### src/hw/rtl/clsm_pkg.sv
// Shared types, codes and helper functions of the cell load state monitor.
package clsm_pkg;

  localparam int USER_BITS_DEF  = 10;
  localparam int COUNT_BITS_DEF = 8;

  localparam int FACTOR_W    = 16;
  localparam int THRESH_W    = 28;
  localparam int FCOUNT_W    = 8;
  localparam int LOAD_OUT_W  = 27;
  localparam int RUN_OUT_W   = 8;
  localparam int CFG_IDX_W   = 3;
  localparam int CFG_DATA_W  = 28;

  localparam logic [CFG_IDX_W-1:0] CFG_DCH_FACTOR    = 3'd0;
  localparam logic [CFG_IDX_W-1:0] CFG_SHARED_FACTOR = 3'd1;
  localparam logic [CFG_IDX_W-1:0] CFG_MEDIUM_THRESH = 3'd2;
  localparam logic [CFG_IDX_W-1:0] CFG_HIGH_THRESH   = 3'd3;
  localparam logic [CFG_IDX_W-1:0] CFG_FILTER_COUNT  = 3'd4;

  localparam logic [FCOUNT_W-1:0] FILTER_COUNT_RST = 8'd2;

  localparam logic [1:0] BW_0K    = 2'd0;
  localparam logic [1:0] BW_600K  = 2'd1;
  localparam logic [1:0] BW_1200K = 2'd2;

  typedef enum logic [1:0] {
    ST_LOW    = 2'd0,
    ST_MEDIUM = 2'd1,
    ST_HIGH   = 2'd2
  } load_state_t;

  typedef struct packed {
    logic [FACTOR_W-1:0] dch_factor;
    logic [FACTOR_W-1:0] shared_factor;
    logic [THRESH_W-1:0] medium_thresh;
    logic [THRESH_W-1:0] high_thresh;
    logic [FCOUNT_W-1:0] filter_count;
  } cfg_t;

  function automatic load_state_t bw_to_state(input logic [1:0] bw);
    load_state_t st;
    case (bw)
      BW_0K:   st = ST_HIGH;
      BW_600K: st = ST_MEDIUM;
      default: st = ST_LOW;
    endcase
    return st;
  endfunction

  function automatic logic [1:0] state_to_bw(input load_state_t st);
    logic [1:0] bw;
    case (st)
      ST_HIGH:   bw = BW_0K;
      ST_MEDIUM: bw = BW_600K;
      default:   bw = BW_1200K;
    endcase
    return bw;
  endfunction

endpackage

### src/hw/rtl/clsm_cfg_regs.sv
// Configuration register file of the cell load state monitor.
module clsm_cfg_regs (
  input  logic                            clk,
  input  logic                            rst_n,
  input  logic                            cfg_we,
  input  logic [clsm_pkg::CFG_IDX_W-1:0]  cfg_index,
  input  logic [clsm_pkg::CFG_DATA_W-1:0] cfg_wdata,
  output clsm_pkg::cfg_t                  cfg
);

  clsm_pkg::cfg_t cfg_r;
  clsm_pkg::cfg_t cfg_nxt;

  always_comb begin
    cfg_nxt = cfg_r;
    if (cfg_we) begin
      case (cfg_index)
        clsm_pkg::CFG_DCH_FACTOR:
          cfg_nxt.dch_factor = cfg_wdata[clsm_pkg::FACTOR_W-1:0];
        clsm_pkg::CFG_SHARED_FACTOR:
          cfg_nxt.shared_factor = cfg_wdata[clsm_pkg::FACTOR_W-1:0];
        clsm_pkg::CFG_MEDIUM_THRESH:
          cfg_nxt.medium_thresh = cfg_wdata[clsm_pkg::THRESH_W-1:0];
        clsm_pkg::CFG_HIGH_THRESH:
          cfg_nxt.high_thresh = cfg_wdata[clsm_pkg::THRESH_W-1:0];
        clsm_pkg::CFG_FILTER_COUNT:
          cfg_nxt.filter_count = cfg_wdata[clsm_pkg::FCOUNT_W-1:0];
        default: ;
      endcase
    end
  end

  always_ff @(posedge clk) begin
    if (!rst_n) begin
      cfg_r.dch_factor    <= '0;
      cfg_r.shared_factor <= '0;
      cfg_r.medium_thresh <= '0;
      cfg_r.high_thresh   <= '0;
      cfg_r.filter_count  <= clsm_pkg::FILTER_COUNT_RST;
    end else begin
      cfg_r <= cfg_nxt;
    end
  end

  assign cfg = cfg_r;

endmodule

### src/hw/rtl/clsm_load_calc.sv
// Weighted cell load, threshold classification and load field saturation.
module clsm_load_calc #(
  parameter int USER_BITS = clsm_pkg::USER_BITS_DEF
) (
  input  logic [USER_BITS-1:0]              dch_users,
  input  logic [USER_BITS-1:0]              shared_users,
  input  logic                              has_access_channel,
  input  clsm_pkg::cfg_t                    cfg,
  output logic [clsm_pkg::LOAD_OUT_W-1:0]   cell_load,
  output clsm_pkg::load_state_t             load_state
);

  localparam int DCH_W  = USER_BITS + clsm_pkg::FACTOR_W;
  localparam int SHR_W  = USER_BITS + 1;
  localparam int SHRP_W = SHR_W + clsm_pkg::FACTOR_W;
  localparam int LOAD_W = SHRP_W + 1;
  localparam int CMP_W  = (LOAD_W > clsm_pkg::THRESH_W) ? LOAD_W : clsm_pkg::THRESH_W;
  localparam logic [CMP_W-1:0] FIELD_MAX =
    CMP_W'((64'd1 << clsm_pkg::LOAD_OUT_W) - 64'd1);

  logic [SHR_W-1:0]  shr;
  logic [DCH_W-1:0]  dch_prod;
  logic [SHRP_W-1:0] shr_prod;
  logic [CMP_W-1:0]  load;

  assign shr      = SHR_W'(shared_users) + SHR_W'(has_access_channel);
  assign dch_prod = DCH_W'(dch_users) * DCH_W'(cfg.dch_factor);
  assign shr_prod = SHRP_W'(shr) * SHRP_W'(cfg.shared_factor);
  assign load     = CMP_W'(LOAD_W'(dch_prod) + LOAD_W'(shr_prod));

  always_comb begin
    if (load >= CMP_W'(cfg.high_thresh)) begin
      load_state = clsm_pkg::ST_HIGH;
    end else if (load >= CMP_W'(cfg.medium_thresh)) begin
      load_state = clsm_pkg::ST_MEDIUM;
    end else begin
      load_state = clsm_pkg::ST_LOW;
    end
  end

  assign cell_load = (load > FIELD_MAX) ? FIELD_MAX[clsm_pkg::LOAD_OUT_W-1:0]
                                        : load[clsm_pkg::LOAD_OUT_W-1:0];

endmodule

### src/hw/rtl/clsm_run_filter.sv
// Lower-state run counter and next state selection.
module clsm_run_filter #(
  parameter int COUNT_BITS = clsm_pkg::COUNT_BITS_DEF
) (
  input  logic                            clk,
  input  logic                            rst_n,
  input  logic                            advance,
  input  clsm_pkg::load_state_t           load_state,
  input  logic [1:0]                      applied_bandwidth,
  input  logic [clsm_pkg::FCOUNT_W-1:0]   filter_count,
  output clsm_pkg::load_state_t           next_state,
  output logic [clsm_pkg::RUN_OUT_W-1:0]  lower_run
);

  localparam int CW = (COUNT_BITS > clsm_pkg::FCOUNT_W) ? COUNT_BITS : clsm_pkg::FCOUNT_W;

  logic [COUNT_BITS-1:0]  run_r;
  logic [COUNT_BITS-1:0]  run_nxt;
  clsm_pkg::load_state_t  applied;
  logic                   is_lower;
  logic [CW-1:0]          run_ext;

  assign applied  = clsm_pkg::bw_to_state(applied_bandwidth);
  assign is_lower = load_state < applied;

  always_comb begin
    if (!is_lower) begin
      run_nxt = '0;
    end else if (&run_r) begin
      run_nxt = run_r;
    end else begin
      run_nxt = run_r + COUNT_BITS'(1);
    end
  end

  assign run_ext = CW'(run_nxt);

  always_comb begin
    if (!is_lower) begin
      next_state = load_state;
    end else if (run_ext < CW'(filter_count)) begin
      next_state = clsm_pkg::load_state_t'(applied - 2'd1);
    end else begin
      next_state = applied;
    end
  end

  assign lower_run = run_ext[clsm_pkg::RUN_OUT_W-1:0];

  always_ff @(posedge clk) begin
    if (!rst_n) begin
      run_r <= '0;
    end else if (advance) begin
      run_r <= run_nxt;
    end
  end

endmodule

### src/hw/rtl/cell_load_state_monitor_unit.sv
// Top level of the cell load state monitor: input register, load logic, result register.
//
//  channel | ports                               | role
//  --------+-------------------------------------+--------------------------------
//  in_     | valid/ready, user counts, bandwidth | one load report word
//  out_    | valid/ready, load, states, run      | one result word per report
//  cfg_    | we, index, wdata                    | register writes, no read-back
//
// One word per cycle is sustained while out_ready is high, as the multiply, compare and
// run counter update are combinational between the input and result registers. Reset
// clears the valid flags and run counter and returns the configuration registers to
// their defaults. A stalled output holds the result; the input register still takes a
// word while the result register is free or being emptied.
module cell_load_state_monitor_unit #(
  parameter int USER_BITS  = clsm_pkg::USER_BITS_DEF,
  parameter int COUNT_BITS = clsm_pkg::COUNT_BITS_DEF
) (
  input  logic                             clk,
  input  logic                             rst_n,
  input  logic                             in_valid,
  output logic                             in_ready,
  input  logic [USER_BITS-1:0]             in_dch_users,
  input  logic [USER_BITS-1:0]             in_shared_users,
  input  logic                             in_has_access_channel,
  input  logic [1:0]                       in_applied_bandwidth,
  output logic                             out_valid,
  input  logic                             out_ready,
  output logic [clsm_pkg::LOAD_OUT_W-1:0]  out_cell_load,
  output logic [1:0]                       out_load_state,
  output logic [1:0]                       out_next_state,
  output logic [1:0]                       out_next_bandwidth,
  output logic [clsm_pkg::RUN_OUT_W-1:0]   out_lower_run,
  input  logic                             cfg_we,
  input  logic [clsm_pkg::CFG_IDX_W-1:0]   cfg_index,
  input  logic [clsm_pkg::CFG_DATA_W-1:0]  cfg_wdata
);

  clsm_pkg::cfg_t cfg;

  logic                 s1_valid_r;
  logic [USER_BITS-1:0] s1_dch_r;
  logic [USER_BITS-1:0] s1_shr_r;
  logic                 s1_acc_r;
  logic [1:0]           s1_bw_r;

  logic                                out_valid_r;
  logic [clsm_pkg::LOAD_OUT_W-1:0]     out_load_r;
  clsm_pkg::load_state_t               out_lstate_r;
  clsm_pkg::load_state_t               out_nstate_r;
  logic [clsm_pkg::RUN_OUT_W-1:0]      out_run_r;

  logic [clsm_pkg::LOAD_OUT_W-1:0] cell_load;
  clsm_pkg::load_state_t           load_state;
  clsm_pkg::load_state_t           next_state;
  logic [clsm_pkg::RUN_OUT_W-1:0]  lower_run;
  logic                            advance;
  logic                            in_take;

  assign advance  = s1_valid_r && (!out_valid_r || out_ready);
  assign in_ready = !s1_valid_r || advance;
  assign in_take  = in_valid && in_ready;

  clsm_cfg_regs u_cfg (
    .clk       (clk),
    .rst_n     (rst_n),
    .cfg_we    (cfg_we),
    .cfg_index (cfg_index),
    .cfg_wdata (cfg_wdata),
    .cfg       (cfg)
  );

  clsm_load_calc #(
    .USER_BITS (USER_BITS)
  ) u_load (
    .dch_users          (s1_dch_r),
    .shared_users       (s1_shr_r),
    .has_access_channel (s1_acc_r),
    .cfg                (cfg),
    .cell_load          (cell_load),
    .load_state         (load_state)
  );

  clsm_run_filter #(
    .COUNT_BITS (COUNT_BITS)
  ) u_filt (
    .clk               (clk),
    .rst_n             (rst_n),
    .advance           (advance),
    .load_state        (load_state),
    .applied_bandwidth (s1_bw_r),
    .filter_count      (cfg.filter_count),
    .next_state        (next_state),
    .lower_run         (lower_run)
  );

  always_ff @(posedge clk) begin
    if (!rst_n) begin
      s1_valid_r <= 1'b0;
    end else if (in_ready) begin
      s1_valid_r <= in_valid;
    end
  end

  always_ff @(posedge clk) begin
    if (in_take) begin
      s1_dch_r <= in_dch_users;
      s1_shr_r <= in_shared_users;
      s1_acc_r <= in_has_access_channel;
      s1_bw_r  <= in_applied_bandwidth;
    end
  end

  always_ff @(posedge clk) begin
    if (!rst_n) begin
      out_valid_r <= 1'b0;
    end else if (advance) begin
      out_valid_r <= 1'b1;
    end else if (out_ready) begin
      out_valid_r <= 1'b0;
    end
  end

  always_ff @(posedge clk) begin
    if (advance) begin
      out_load_r   <= cell_load;
      out_lstate_r <= load_state;
      out_nstate_r <= next_state;
      out_run_r    <= lower_run;
    end
  end

  assign out_valid          = out_valid_r;
  assign out_cell_load      = out_load_r;
  assign out_load_state     = out_lstate_r;
  assign out_next_state     = out_nstate_r;
  assign out_next_bandwidth = clsm_pkg::state_to_bw(out_nstate_r);
  assign out_lower_run      = out_run_r;

endmodule

### config.mk
export PLATFORM = sky130hd
export DESIGN_NAME = cell_load_state_monitor_unit
export DESIGN_NICKNAME = d
export VERILOG_FILES = /design/src/hw/rtl/clsm_pkg.sv /design/src/hw/rtl/clsm_cfg_regs.sv /design/src/hw/rtl/clsm_load_calc.sv /design/src/hw/rtl/clsm_run_filter.sv /design/src/hw/rtl/cell_load_state_monitor_unit.sv
export SDC_FILE = /design/constraint.sdc
export NUM_CORES = 1
export LEC_CHECK = 0
export BUFFER_PORTS_ARGS = -buffer_cell sky130_fd_sc_hd__buf_2
export CAP_MARGIN = 20
export CORE_AREA = 8 8 181 183
export DETAILED_ROUTE_END_ITERATION = 12
export DIE_AREA = 0 0 189 191
export GPL_ROUTABILITY_DRIVEN = 1
export PLACE_DENSITY = 0.95
export SYNTH_ARGS = -nofsm -noshare
export SYNTH_HDL_FRONTEND = slang
export SYNTH_HIERARCHICAL = 1
export SYNTH_SLANG_ARGS = --single-unit
### constraint.sdc
create_clock -name clk -period 17.4 [get_ports clk]
set_input_delay 1.74 -clock clk [delete_from_list [all_inputs] [get_ports clk]]
set_output_delay 1.74 -clock clk [all_outputs]
set_load 0.02 [all_outputs]
# Word-level counts from Yosys, hierarchy flattened
# Cells that the tools add are included.
[totals] reg_bits=168 out_inout_bits=43
[op_classes] add_sub_neg=4 multipliers=2 magnitude_cmp=5 eq_ne=7 muxes=10 reduce_logical=15
[ops] operator="$ge A28 B28 Y1" n=2
[ops] operator="$add A26 B27 Y28" n=1
[ops] operator="$gt A28 B27 Y1 const B" n=1
[ops] operator="$mul A11 B16 Y27" n=1
[ops] operator="$mul A10 B16 Y26" n=1
[ops] operator="$mux W8" n=2
[ops] operator="$add A10 B1 Y11" n=1
[ops] operator="$reduce_and A2 Y1" n=5
[ops] operator="$add A8 B1 Y8 const B" n=1
[ops] operator="$lt A8 B8 Y1" n=1
[ops] operator="$pmux W2 S2" n=2
[ops] operator="$reduce_and A8 Y1" n=1
[ops] operator="$eq A3 B2 Y1 const B" n=2
[ops] operator="$mux W2" n=3
[ops] operator="$eq A2 B1 Y1 const B" n=2
[ops] operator="$eq A3 B1 Y1 const B" n=1
[ops] operator="$eq A3 B3 Y1 const B" n=1
[ops] operator="$logic_not A3 Y1" n=1
[ops] operator="$mux W1" n=3
[ops] operator="$eq A2 B2 Y1 const B" n=1
[ops] operator="$logic_and A1 B1 Y1" n=2
[ops] operator="$logic_not A1 Y1" n=2
[ops] operator="$logic_not A2 Y1" n=1
[ops] operator="$logic_or A1 B1 Y1" n=2
[ops] operator="3 further kinds" n=3

# Depth between registers and ports, before layout
# Gate-level depths: netlist of run 1.
[logic_depth] ltp_word=11 depth_mapped=47

# Hierarchy
# The synthesis of run 1 kept the hierarchy.
[modules_own_cells] mod="clsm_load_calc" instances=1 cells_per_inst=1474 area_per_inst_um2=12669.7
[modules_own_cells] mod="clsm_cfg_regs" instances=1 cells_per_inst=347 area_per_inst_um2=3544.6
[modules_own_cells] mod="cell_load_state_monitor_unit" instances=1 cells_per_inst=73 area_per_inst_um2=1981.9
[modules_own_cells] mod="clsm_run_filter" instances=1 cells_per_inst=123 area_per_inst_um2=870.8

# Worst setup path before layout of run 1
# Ideal clock, no wire load.
[synth_timing] kind="reg2reg" startpoint="reg s1_shr_r[0]" endpoint="reg out_nstate_r[0], in the netlist out_next_state[0], data pin" t_arrival_ns=10.398 t_required_ns=17.265 setup_slack_ns=6.867 stages_incl_launch_ff=39 cell_sequence="edfxtp_1 > ha_1 > ha_1 > xor2_1 > clkbuf_1 > nand2_1 > fa_1 > inv_1 > fa_1 > inv_1 > fa_1 > inv_1 > fa_1 > inv_1 > fa_1 > inv_1 > fa_1 > fa_1 > [... 3 more ...] > o211a_1 > o311a_1 > o41ai_2 > nor2_1 > ha_1 > nand3_1 > or2_2 > o311ai_0 > ha_1 > nor2_1 > a21oi_1 > clkbuf_1 > nor3_1 > ha_1 > nand4_1 > or3b_2 > or4_1 > nand3_1"
[synth_between] elab_cells_between_ends=12 classes_between="2 x add/sub; 1 x mul; 4 x order compare; 5 x mux"
[synth_lines] element="start: declaration" line="cell_load_state_monitor_unit.sv:42" rtl="logic [USER_BITS-1:0] s1_shr_r;"
[synth_lines] element="start signal: assignment" line="cell_load_state_monitor_unit.sv:107" rtl="s1_shr_r <= in_shared_users;"
[synth_lines] element="$add A10 B1 Y11" line="clsm_load_calc.sv:26" rtl="assign shr = SHR_W'(shared_users) + SHR_W'(has_access_channel);"
[synth_lines] element="$mul A11 B16 Y27" line="clsm_load_calc.sv:28" rtl="assign shr_prod = SHRP_W'(shr) * SHRP_W'(cfg.shared_factor);"
[synth_lines] element="$add A26 B27 Y28" line="clsm_load_calc.sv:29" rtl="assign load = CMP_W'(LOAD_W'(dch_prod) + LOAD_W'(shr_prod));"
[synth_lines] element="$ge A28 B28 Y1" line="clsm_load_calc.sv:32" rtl="if (load >= CMP_W'(cfg.high_thresh)) begin"
[synth_lines] element="$mux W2" line="clsm_load_calc.sv:32"
[synth_lines] element="named net load_state[1]" line="cell_load_state_monitor_unit.sv:53" rtl="clsm_pkg::load_state_t load_state;"
[synth_lines] element="$lt A2 B2 Y1" line="clsm_run_filter.sv:24" rtl="assign is_lower = load_state < applied;"
[synth_lines] element="$mux W8" line="clsm_run_filter.sv:27" rtl="if (!is_lower) begin"
[synth_lines] element="named net lower_run, one bit" line="cell_load_state_monitor_unit.sv:55" rtl="logic [clsm_pkg::RUN_OUT_W-1:0] lower_run;"
[synth_lines] element="$lt A8 B8 Y1" line="clsm_run_filter.sv:41" rtl="end else if (run_ext < CW'(filter_count)) begin"
[synth_lines] element="$mux W2" line="clsm_run_filter.sv:41"
[synth_lines] element="$mux W2" line="clsm_run_filter.sv:39" rtl="if (!is_lower) begin"
[synth_lines] element="named net next_state[0]" line="cell_load_state_monitor_unit.sv:54" rtl="clsm_pkg::load_state_t next_state;"
[synth_lines] element="end signal: assignment" line="cell_load_state_monitor_unit.sv:127" rtl="out_nstate_r <= next_state;"
[synth_lines] element="end: declaration" line="cell_load_state_monitor_unit.sv:49" rtl="clsm_pkg::load_state_t out_nstate_r;"
# The timed path passes the listed nets, and every way through them passes these cells.
# A chain may end at the register's enable or synchronous reset.

# Worst setup path in the final report of run 1
[layout_timing] startpoint="reg s1_acc_r" endpoint="reg out_nstate_r[0], in the netlist out_next_state[0], data pin"
[layout_between] elab_cells_between_ends=12 classes_between="2 x add/sub; 1 x mul; 4 x order compare; 5 x mux"
[layout_lines] element="start: declaration" line="cell_load_state_monitor_unit.sv:43" rtl="logic s1_acc_r;"
[layout_lines] element="start signal: assignment" line="cell_load_state_monitor_unit.sv:108" rtl="s1_acc_r <= in_has_access_channel;"
[layout_lines] element="$add A10 B1 Y11" line="clsm_load_calc.sv:26"
[layout_lines] element="$mul A11 B16 Y27" line="clsm_load_calc.sv:28"
[layout_lines] element="$add A26 B27 Y28" line="clsm_load_calc.sv:29"
[layout_lines] element="$ge A28 B28 Y1" line="clsm_load_calc.sv:32"
[layout_lines] element="$mux W2" line="clsm_load_calc.sv:32"
[layout_lines] element="named net load_state[1]" line="cell_load_state_monitor_unit.sv:53"
[layout_lines] element="$lt A2 B2 Y1" line="clsm_run_filter.sv:24"
[layout_lines] element="$mux W8" line="clsm_run_filter.sv:27"
[layout_lines] element="named net lower_run, one bit" line="cell_load_state_monitor_unit.sv:55"
[layout_lines] element="$lt A8 B8 Y1" line="clsm_run_filter.sv:41"
[layout_lines] element="$mux W2" line="clsm_run_filter.sv:41"
[layout_lines] element="$mux W2" line="clsm_run_filter.sv:39"
[layout_lines] element="named net next_state[0]" line="cell_load_state_monitor_unit.sv:54"
# The timed path passes the listed nets, and every way through them passes these cells.

==> flow_summary.json, run 1 <==
{
  "start_util": 0.635,
  "wl_per_cell_um": 21.2,
  "final_cell_mix": "373 x inv_1, 359 x nand2_1, 284 x fa_1, 178 x ha_1, 138 x and2_1",
  "netlist_area_sq_um": 19100,
  "hold_path.class": "flip-flop to flip-flop",
  "syn-num-nets": 2538,
  "first_pass_iters": 9,
  "max_stage_delay_ps": 750,
  "drv_slew": 0,
  "synthDistinctLibCells": 72,
  "crit_family": "adder cells",
  "ios": 102,
  "crit_arrival_ps": 12620,
  "cts_setup_buffers": 0,
  "holdCritStartpoint": "u_cfg/cfg[62]$_SDFFE_PN0P_",
  "finalClockSkew_ps": 17.3,
  "grtUsageTotal": 0.292,
  "cts_tree": "yes",
  "fin_nets": 2584,
  "grt_pass1_wl_um": 83400,
  "clock_latency_ps": 450,
  "powerDensity_nw_per_um2": 61.6,
  "setup_violations": 0,
  "async_flop_share": 0,
  "num_antenna_cells": 0,
  "avgSynthCellArea_sq_um": 9.45,
  "cts.repair.resized": 0,
  "drt_iter0_drc": 1706,
  "cp_num_buf_inv": 5,
  "status": "finished clean",
  "crit_top_cell": "fa_1",
  "grt-ovfl-total": 0,
  "synth-main-ff-cell": "dfxtp_1",
  "core_sq_um": 30000,
  "portBuffers": 101,
  "rr_worst_depth": 40,
  "critical_path_cell_count": 40,
  "via_per_inst": 6.13,
  "ir_worst_vdd_mv": 0.0800,
  "cts_buffer_depth": 2,
  "drc_errors": 0,
  "ys_seq_area_frac": 0.209,
  "cap_violations": 0,
  "period_needed_ps": 12430,
  "drtAntennaViolNets": 0,
  "reg2reg_from": "s1_acc_r$_DFFE_PP_",
  "rsz0062_at_grt": "false",
  "final_common_cell": "inv_1",
  "cp_slowest_cell": "a21oi_1",
  "cp_max_fo": 16,
  "worst_pin_slew_ps": 1100,
  "fillers": 2005,
  "synthCells": 2017,
  "die_h_um": 191,
  "hold_path_depth": 2,
  "dieArea_sq_um": 36100,
  "critPathRequiredTime_ps": 17590,
  "cts_buffers": 17,
  "synth-edff-count": 62,
  "num_vias": 15200,
  "synth_warnings": 6,
  "endpoint_kind": "flip-flop",
  "clk_pin_slew_ps": 80,
  "finalWirelength_um": 52300,
  "root_buffer": "clkbuf_16",
  "grt_max_degree": 91,
  "hold_ws_ps": 460,
  "worstSetupPathType": "flip-flop to flip-flop",
  "finalWeightedCongestion": 0.938,
  "syn2layout_area_growth_pct": 7.31,
  "synth-seq-cells": 168,
  "drive_gt1_frac": 0.0833,
  "grt_pass1_vias": 16400,
  "min_period_over_period": 0.714,
  "die_w_um": 189,
  "fmax_ghz": 0.0804,
  "worstSetupStartpoint": "s1_acc_r$_DFFE_PP_",
  "antenna_found_initial": 2,
  "setup_tns_ps": 0,
  "numClockSinks": 168,
  "slew_headroom": 0.266,
  "cts_hold_buf": 0,
  "num_rows": 64,
  "htree_levels": 4,
  "hold_viol_final": 0,
  "startpoint_type": "flip-flop",
  "hpwl_um": 38100,
  "leakage_nw": 10.3
}
cell families after synthesis:
family | count (synthesis) | share of synthesized area
AND/OR/NAND/NOR | 635 | 0.159
adder cells (fa/ha/maj) | 462 | 0.415
buffers and inverters | 461 | 0.0942
flip-flops | 168 | 0.209
AO/OA/AOI/OAI | 161 | 0.0558
multiplexers | 98 | 0.0514
XOR/XNOR | 32 | 0.0151
worst register-to-register path: cells and delay by family (launching register included):
family	cells	cell delay (ps)
adders and majority gates	12	5040
AOI/OAI and AO/OA	8	3310
xor gates and xnor gates	1	680
buffers and inverters	5	290
DFF	1	340
and+or+nand+nor	14	2490
synthesized netlist by cell type, drive strengths merged (13+ instances only):
master	count	area, sq um
mux2i	98	981
edfxtp	62	1860
nand2b	23	144
nand3	16	80.1
and2	138	863
fa	284	5690
clkbuf	69	259
ha	178	2230
buf	18	134
nand2	360	1350
nor2	36	135
o21ai	39	206
a21o	16	120
dfxtp	106	2120
xor2	13	114
xnor2	19	174
a21oi	52	260
inv	374	1400
routing by layer:
metal  part of all wire  track usage  vias up
met4              0.069        0.191        4
met5            0.00057            0        -
met2               0.49        0.493     1035
met3              0.091       0.0675      338
li1                   -            -     6384
met1               0.35        0.330     7393
per-stage QoR:
step / power, mW / setup WS, ps / std cells / cell area [sq um] / util
2_1_floorplan: 0.710 / 6870 / 2017 / 19100 / -
3_3_place_gp: 0.799 / 5800 / 2434 / 19800 / 0.658
3_5_place_dp: 0.819 / 5130 / 2436 / 19800 / 0.659
4_1_cts: 1.24 / 4810 / 2468 / 20400 / 0.679
5_1_grt: 1.31 / 4370 / 2472 / 20500 / 0.681
6_report: 1.26 / 4970 / 2472 / 20500 / 0.681
final timing paths:
| path | endpoint | slack [ps] |
|---|---|---|
| min | u_cfg/cfg[62]$_SDFFE_PN0P_ | 460 |
| min reg2reg | u_cfg/cfg[62]$_SDFFE_PN0P_ | 460 |
| max | out_next_state[0]$_DFFE_PP_ | 4970 |
| max reg2reg | out_next_state[0]$_DFFE_PP_ | 4970 |
registers in the layout (all words and copies together) (netlist names):
| name | count |
|---|---|
| s1_dch_r | 10 |
| s1_acc_r | 1 |
| s1_shr_r | 10 |
| s1_bw_r | 2 |
| u_cfg/cfg | 96 |
| s1_valid_r | 1 |
| out_load_state | 2 |
| u_filt/run_r | 8 |
| out_valid | 1 |
| out_next_state | 2 |
| out_cell_load | 27 |
| out_lower_run | 8 |
cell type report:
class                   instances  area [sq um]  share of cell area
clock buffers                  19           443              0.0216
clock inverters                13           181             0.00887
inverters                     374          1400              0.0686
multi-input cells            1388         13300               0.651
flip-flops and latches        168          3980               0.195
well taps                     396           495              0.0242
repair buffers                114           626              0.0306
power breakdown:
part / switching [mW] / total (mW) / internal [mW]
clock network: 0.181 / 0.416 / 0.235
registers: 0.0226 / 0.455 / 0.433
logic: 0.245 / 0.390 / 0.145
(Power assumes the default switching activity.)
==> run 2: changes to the inputs <==
- CORE_AREA: 8 8 181 183 -> 8 8 182 184
- DIE_AREA: 0 0 189 191 -> 0 0 190 192
- PLACE_DENSITY: 0.95 -> 0.94
- clock period: 17.4 -> 12.44 ns (I/O delays scaled with it)
==> run 2 against run 1 <==
Via count shrank 2.6%; critical path depth grew 1; sequential share of layout area is essentially flat; total power grew 36%; die area grew 1.1%; design area shrank 0.15%; fmax grew 3.8%; first-iteration DRC count shrank 13%; hold slack gained 0.89 ps.
==> flow_summary.json, run 2 (synthesis results as in run 1) <==
{
  "die_h_um": 192,
  "cts_hold_buf": 0,
  "start_util": 0.632,
  "crit_top_cell": "fa_1",
  "htree_levels": 4,
  "num_vias": 14800,
  "hold_path.class": "flip-flop to flip-flop",
  "cts_tree": "yes",
  "root_buffer": "clkbuf_16",
  "period_needed_ps": 11970,
  "worst_pin_slew_ps": 1090,
  "clock_latency_ps": 450,
  "drtAntennaViolNets": 0,
  "multi_input_area_sq_um": 13300,
  "min_period_over_period": 0.962,
  "cts_setup_buffers": 0,
  "wl_per_cell_um": 20.0,
  "ir_worst_vdd_mv": 0.124,
  "ff_latch_area_sq_um": 3980,
  "crit_family": "adder cells",
  "startpoint_type": "flip-flop",
  "drc_errors": 0,
  "finalClockSkew_ps": 10.9,
  "powerDensity_nw_per_um2": 83.7,
  "core_sq_um": 30200,
  "final_cell_mix": "373 x inv_1, 359 x nand2_1, 284 x fa_1, 178 x ha_1, 138 x and2_1",
  "ios": 102,
  "rsz0062_at_grt": "false",
  "cts_buffer_depth": 2,
  "crit_arrival_ps": 12150,
  "critPathRequiredTime_ps": 12620,
  "cap_violations": 0,
  "slew_headroom": 0.274,
  "cts.repair.resized": 0,
  "syn2layout_area_growth_pct": 7.15,
  "portBuffers": 101,
  "final_area_sq_um": 20400,
  "worstSetupPathType": "flip-flop to flip-flop",
  "cp_num_buf_inv": 3,
  "cts_buffers": 17,
  "drt_iter0_drc": 1485,
  "worstSetupStartpoint": "s1_shr_r[0]$_DFFE_PP_",
  "fin_nets": 2585,
  "dpl_cell_area_sq_um": 19800,
  "grt_pass1_vias": 16000,
  "hold_viol_final": 0,
  "antenna_found_initial": 1,
  "hpwl_um": 37900,
  "finalWeightedCongestion": 0.942,
  "fillers": 2055,
  "num_rows": 64,
  "holdCritStartpoint": "u_cfg/cfg[19]$_SDFFE_PN0P_",
  "reg2reg_from": "s1_shr_r[0]$_DFFE_PP_",
  "status": "finished clean",
  "die_w_um": 190,
  "grtUsageTotal": 0.277,
  "first_pass_iters": 8,
  "finalWirelength_um": 49400,
  "drv_slew": 0,
  "leakage_nw": 10.3,
  "setup_violations": 0,
  "grt_max_degree": 93,
  "fmax_ghz": 0.0835,
  "setup_tns_ps": 0,
  "via_per_inst": 5.96,
  "largest_register_ffs": 96,
  "cp_max_fo": 16,
  "endpoint_kind": "flip-flop",
  "drive_gt1_frac": 0.0838,
  "cp_slowest_cell": "and3_1",
  "final_common_cell": "inv_1",
  "post-route-util": 0.677,
  "max_stage_delay_ps": 590,
  "dieArea_sq_um": 36500,
  "numClockSinks": 168,
  "clk_pin_slew_ps": 70,
  "grt-ovfl-total": 0,
  "grt_pass1_wl_um": 80000
}
-- run 2: path summary, 6_finish.rpt --
check,end,slack (ps),cells after the start
hold / removal,u_cfg/cfg[19]$_SDFFE_PN0P_,460,2
setup / recovery,out_next_state[0]$_DFFE_PP_,470,41
hold reg to reg,u_cfg/cfg[19]$_SDFFE_PN0P_,460,2
setup reg to reg,out_next_state[0]$_DFFE_PP_,470,41
-- run 2: layout make-up --
cell class	instances	area share
Multi-Input combinational cell	1388	0.652
Sequential cell	168	0.195
Inverter	374	0.0687
Timing Repair Buffer	115	0.0310
Tap cell	396	0.0243
Clock buffer	20	0.0235
Clock inverter	12	0.00527
Antenna cell	1	0.000122
-- run 2: through the flow --
step | setup slack, ps | power (mW) | instances | hold slack, ps
2_1_floorplan | 1910 | 0.993 | 2017 | 435
3_3_place_gp | 1120 | 1.12 | 2439 | 441
3_5_place_dp | 240 | 1.15 | 2439 | 447
4_1_cts | 145 | 1.69 | 2471 | 464
5_1_grt | 35.3 | 1.78 | 2474 | 478
6_report | 468 | 1.71 | 2474 | 461
-- run 2: where the power goes --
group / total (mW) / internal [mW] / switching, mW
clock: 0.546 / 0.302 / 0.244
sequential: 0.636 / 0.605 / 0.0310
combinational: 0.529 / 0.201 / 0.328
-- run 2: routing by layer --
metal,GRT usage,vias up,share of wire
li1,-,6394,-
met1,0.327,7273,0.37
met2,0.463,840,0.49
met3,0.0527,248,0.078
met4,0.173,0,0.061
met5,0,-,0
-- run 2: tightest hold or removal path: cells and delay by family, from the launching register on --
| kind | cells | cell delay, ps |
|---|---|---|
| flops | 1 | 310 |
| mux | 1 | 50 |
| simple gates | 1 | 50 |
